[src/psp_pkg.sv]
// shared types, constants and divider step functions for the pixel sensor
// point-to-channel unit; no dependencies
package psp_pkg;

	localparam int MAX_CHIPS = 4;
	localparam int MAX_COLS  = 256;
	localparam int MAX_ROWS  = 256;
	localparam int CHIP_W    = $clog2(MAX_CHIPS);
	localparam int QW        = 28;
	localparam int DW        = 17;
	localparam int FW        = 16;

	localparam logic [2:0] REG_PIXEL_SIZE = 3'd0;
	localparam logic [2:0] REG_LONG_PIXEL = 3'd1;
	localparam logic [2:0] REG_CHIP_SIZE  = 3'd2;
	localparam logic [2:0] REG_CHIP_GAP   = 3'd3;
	localparam logic [2:0] REG_NUM_CHIPS  = 3'd4;
	localparam logic [2:0] REG_NUM_COLS   = 3'd5;
	localparam logic [2:0] REG_NUM_ROWS   = 3'd6;
	localparam logic [2:0] REG_SENSOR_ID  = 3'd7;

	typedef struct packed {
		logic [QW-1:0] a;
		logic [DW-1:0] r;
		logic [DW-1:0] d;
	} qlane_t;

	typedef struct packed {
		logic [DW-1:0] r;
		logic [DW-1:0] d;
		logic [FW-1:0] q;
		logic          sat;
	} flane_t;

	typedef struct packed {
		logic               in_area;
		logic               func;
		logic [CHIP_W-1:0]  chip;
		logic signed [28:0] x;
	} qtag_t;

	typedef struct packed {
		logic              in_area;
		logic [CHIP_W-1:0] chip;
		logic [7:0]        col;
		logic [7:0]        row;
	} ftag_t;

	function automatic qlane_t qr_step(input qlane_t l);
		qlane_t    o;
		logic [DW:0] t;
		o = l;
		t = {l.r, l.a[QW-1]};
		if (t >= {1'b0, l.d}) begin
			o.r = DW'(t - {1'b0, l.d});
			o.a = {l.a[QW-2:0], 1'b1};
		end else begin
			o.r = t[DW-1:0];
			o.a = {l.a[QW-2:0], 1'b0};
		end
		return o;
	endfunction

	function automatic flane_t fr_step(input flane_t l);
		flane_t    o;
		logic [DW:0] t;
		o = l;
		t = {l.r, 1'b0};
		if (t >= {1'b0, l.d}) begin
			o.r = DW'(t - {1'b0, l.d});
			o.q = {l.q[FW-2:0], 1'b1};
		end else begin
			o.r = t[DW-1:0];
			o.q = {l.q[FW-2:0], 1'b0};
		end
		return o;
	endfunction

endpackage

[src/psp_fracdiv.sv]
// pipelined fraction divider, one fraction bit per stage, column and row lanes
// depends on psp_pkg
module psp_fracdiv (
	input  logic            clk,
	input  logic            arst_n,
	input  logic            en,
	input  logic            in_vld,
	input  psp_pkg::ftag_t  in_tag,
	input  psp_pkg::flane_t in_c,
	input  psp_pkg::flane_t in_r,
	output logic            out_vld,
	output psp_pkg::ftag_t  out_tag,
	output psp_pkg::flane_t out_c,
	output psp_pkg::flane_t out_r
);
	logic [psp_pkg::FW-1:0] vld_s;
	psp_pkg::ftag_t  tag_s [psp_pkg::FW];
	psp_pkg::flane_t c_s   [psp_pkg::FW];
	psp_pkg::flane_t r_s   [psp_pkg::FW];

	always_ff @(posedge clk or negedge arst_n) begin
		if (!arst_n) begin
			vld_s <= '0;
		end else if (en) begin
			vld_s <= {vld_s[psp_pkg::FW-2:0], in_vld};
		end
	end

	always_ff @(posedge clk) begin
		if (en) begin
			tag_s[0] <= in_tag;
			c_s[0]   <= psp_pkg::fr_step(in_c);
			r_s[0]   <= psp_pkg::fr_step(in_r);
			for (int k = 1; k < psp_pkg::FW; k++) begin
				tag_s[k] <= tag_s[k-1];
				c_s[k]   <= psp_pkg::fr_step(c_s[k-1]);
				r_s[k]   <= psp_pkg::fr_step(r_s[k-1]);
			end
		end
	end

	assign out_vld = vld_s[psp_pkg::FW-1];
	assign out_tag = tag_s[psp_pkg::FW-1];
	assign out_c   = c_s[psp_pkg::FW-1];
	assign out_r   = r_s[psp_pkg::FW-1];
endmodule

[config.mk]
export PLATFORM = sky130hd
export DESIGN_NAME = psp_fracdiv
export DESIGN_NICKNAME = d
export VERILOG_FILES = /design/src/psp_pkg.sv /design/src/psp_fracdiv.sv
export SDC_FILE = /design/constraint.sdc
export NUM_CORES = 2
export LEC_CHECK = 0
export BUFFER_PORTS_ARGS = -buffer_cell sky130_fd_sc_hd__buf_2
export CAP_MARGIN = 20
export CELL_PAD_IN_SITES_DETAIL_PLACEMENT = 1
export CELL_PAD_IN_SITES_GLOBAL_PLACEMENT = 1
export CORE_AREA = 2 2 428 430
export DETAILED_ROUTE_END_ITERATION = 10
export DIE_AREA = 0 0 430 432
export GPL_ROUTABILITY_DRIVEN = 0
export PLACE_DENSITY = 0.88
export REMOVE_ABC_BUFFERS = 1
export SKIP_LAST_GASP = 1
export SLEW_MARGIN = 20
export SYNTH_ARGS = -nofsm -noshare
export SYNTH_HDL_FRONTEND = slang
export SYNTH_SLANG_ARGS = --single-unit
[constraint.sdc]
create_clock -name clk -period 2.8 [get_ports clk]
set_input_delay 0.56 -clock clk [delete_from_list [all_inputs] [get_ports clk]]
set_output_delay 0.56 -clock clk [all_outputs]
set_load 0.005 [all_outputs]
==> metrics.cfg <==
[routing]
drt-vias-per-instance = 5.741
routed-via-count = 58430
dr.first_iter.drc_count = 4313
drtPass1Iterations = 8
sum_of_routed_wire_length_over_all_layers_mm = 239.5
post_drt_wl_per_cell_um = 23.53
ant_nets = 0
drc = 0

[clocking]
cts.reportedPaths.clkPinSlew_ns = 0.08
cts.sinks = 1712
cts_htree_levels = 4
tritoncts_clock_tree = done
numCtsBuffers = 184
insertion_delay_ns = 0.86
clock_path_buffers = 3
ctsRootBufferMaster = sky130_fd_sc_hd__clkbuf_16

[layout]
layout-drive-gt1-share_pct = 24.29
area_growth_pct = 21.73
final_instance_area_mm2 = 0.1033
fin_nets = 8338

[sta]
slack_of_the_critical_path_ns = -0.4003
transition_at_the_pin_with_the_smallest_max_transition_slack_ns = 1.072
final.min_clock_period_ns = 3.200
maxSlewHeadroom_pct = 28.10
finalHoldViolCount = 0
setup_viol = 224
post-route-period-util_pct = 114.3
rsz_0062_raised_after_global_routing = yes
fin_hold_ws_ns = 0.05516
fin_skew_ns = 0.04633
finalMaxSlewViolations = 0
finalSetupTns_ns = -23.98
fmaxAchievable_mhz = 312.5

[setup_path]
worst_path_max_delay_cell = sky130_fd_sc_hd__edfxtp_1
slowest_delay_ns = 0.47
critical_path_buf_inv_count = 1
crit_path_max_fanout = 6
critical_path_class = reg -> reg
cells_along_the_critical_path = inv_1, ha_1, a21oi_1, o21ai_0, o21ai_2, a211oi_2, o31a_1, or3_4, a31o_4
cp-start-kind = flop
worst-endpoint-required_ns = 3.39
endpoint_arrival_time_on_the_critical_path_ns = 3.79
timing.critical_path.to_type = flop
cp_top_family = compound AO/OA/AOI/OAI gates

[status]
failed_checks = negative setup slack
run_status = complete, but fails checks

[yosys]
ys_warn_count = 0
synth_largest_type_area_fraction_pct = 60.01
netlist_area_mm2 = 0.08486
synthDominantAreaCellType = sky130_fd_sc_hd__edfxtp_1
ys_top_cells_by_area = sky130_fd_sc_hd__edfxtp_1 60%, sky130_fd_sc_hd__ha_1 8.0%, sky130_fd_sc_hd__a21oi_1 3.1%, sky130_fd_sc_hd__inv_1 2.9%, sky130_fd_sc_hd__mux2_2 2.7%
yosysMostFrequentCell = sky130_fd_sc_hd__edfxtp_1
ys.flop_type = sky130_fd_sc_hd__edfxtp_1
synth_async_sr_flop_share_pct = 0.9346
synth_sequential_area_ratio_pct = 60.48
post_synth_most_frequent_cells = 1696 x sky130_fd_sc_hd__edfxtp_1, 658 x sky130_fd_sc_hd__inv_1, 544 x sky130_fd_sc_hd__ha_1
postSynthRegisterBits = 1712
synth-edff-count = 1696
synthCells = 6721
syn_avg_cell_area_um2 = 12.63
post_synth_num_cell_types = 94

[global_routing]
globalRouteOverflowTotal = 0
grt_max_degree = 118
global_route.usage.total_pct = 22.70
grt_antenna_before_repair = 1
grt_pass1_vias = 62340
grt_first_pass_wirelength_mm = 338.7

[power]
peakVddDrop_mv = 0.6046
cellPowerDensity_mw_per_mm2 = 1158
leakage_uw = 0.04122

[worst_hold_path]
min-delay-path-class = in -> reg

[die]
fp.coreArea_mm2 = 0.1817
die_footprint_mm2 = 0.1858
num_rows = 157
die-height_um = 432
die_w_um = 430
effective_utilization_at_floorplan_pct = 46.70
io_pins = 247

[placement]
post-place-ws_ns = -0.4334
dp.final_hpwl_mm = 141.5
detailed_place.area_mm2 = 0.09155
io_buffers = 214

[job]
drv.max_cap_violation_count = 0

flip-flops by register name (all words and copies together), names as in the netlist:
name	flops
vld_s	16
r_s	696
c_s	696
tag_s	304
path summary, 6_finish.rpt:
path	from	slack (ns)	depth (start not counted)	end
max	r_s[1][178]	-0.40	9	r_s[1][253]
min	in_r[45]	0.06	3	r_s[0][46]
max reg2reg	r_s[1][178]	-0.40	9	r_s[1][253]
min reg2reg	tag_s[1][105]	0.40	0	tag_s[1][124]
max in group asynchronous	arst_n	2.35	2	vld_s[12]
min in group asynchronous	arst_n	0.17	2	vld_s[0]
per-stage QoR:
step / total power (µW) / util [%] / std cells
after floorplan: 67540 / - / 6509
after global placement: 78820 / 50.38 / 9551
after detailed placement: 82800 / 50.38 / 9551
after CTS: 111400 / 55.11 / 10060
after global routing: 124900 / 56.85 / 10180
final: 119600 / 56.86 / 10180
logic make-up (layout without fill, tap and decap cells):
group	after synthesis	in the layout	share of synthesized area [%]
buffers and inverters	871	1937	4.495
other	0	1	0
multiplexers	232	232	3.111
flip-flops	1712	1712	60.48
adder cells (fa/ha/maj)	576	576	8.775
AND/OR/NAND/NOR	1397	1397	7.696
AO/OA/AOI/OAI	1538	1543	11.36
XOR/XNOR	395	395	4.077
area by class of cell:
class                   count  area (µm²)
fillers                 17810       78400
flip-flops and latches   1712       51330
multi-input cells        4143       32640
repair buffers            936        7782
clock buffers             220        4801
well taps                2385        2984
inverters                 659        2489
clock inverters           121        1271
repair inverters            1       7.507
diodes                      1       2.502
layout by cell type, fill, tap and decap left out, types with 81 or more instances in the layout:
master	count
sky130_fd_sc_hd__a21o_1	135
sky130_fd_sc_hd__a21oi_1	443
sky130_fd_sc_hd__buf_2	214
sky130_fd_sc_hd__buf_4	538
sky130_fd_sc_hd__clkbuf_16	197
sky130_fd_sc_hd__edfxtp_1	1696
sky130_fd_sc_hd__ha_1	485
sky130_fd_sc_hd__inv_1	623
sky130_fd_sc_hd__mux2_2	170
sky130_fd_sc_hd__nand2_1	357
sky130_fd_sc_hd__nand2b_1	81
sky130_fd_sc_hd__nor2_1	418
sky130_fd_sc_hd__o21a_1	109
sky130_fd_sc_hd__o21ai_0	313
sky130_fd_sc_hd__xnor2_1	215
sky130_fd_sc_hd__xor2_1	175
worst register-to-register path, delay by kind of cell (launching register included):
family	cells	cell delay (ns)
AO/OA/AOI/OAI	6	1.54
adder cells (fa/ha/maj)	1	0.44
buffers and inverters	1	0.12
flip-flops	1	0.47
AND/OR/NAND/NOR	1	0.35
repair_timing:
item	4_1_cts	5_1_grt
endpoints found under the hold margin	79	0
gates resized for setup	196	512
setup endpoints to repair	344	489
gates cloned	14	14
buffers inserted	89	115
hold buffers	64	0
pin swaps	80	193
per-layer routing:
metal  GRT usage (%)  up-vias  share of wire (%)
met1           23.89    29110                 36
met5               0        -             0.0058
li1                -    26420                  -
met3           3.386      849                4.3
met2           42.86     2051                 53
met4           13.03        2                6.7
where the power goes:
group / internal, µW / total (µW) / switching [µW]
Combinational: 24600 / 54700 / 30100
Sequential: 36200 / 40000 / 3780
Clock: 14200 / 24900 / 10700
(Power assumes the default switching activity.)
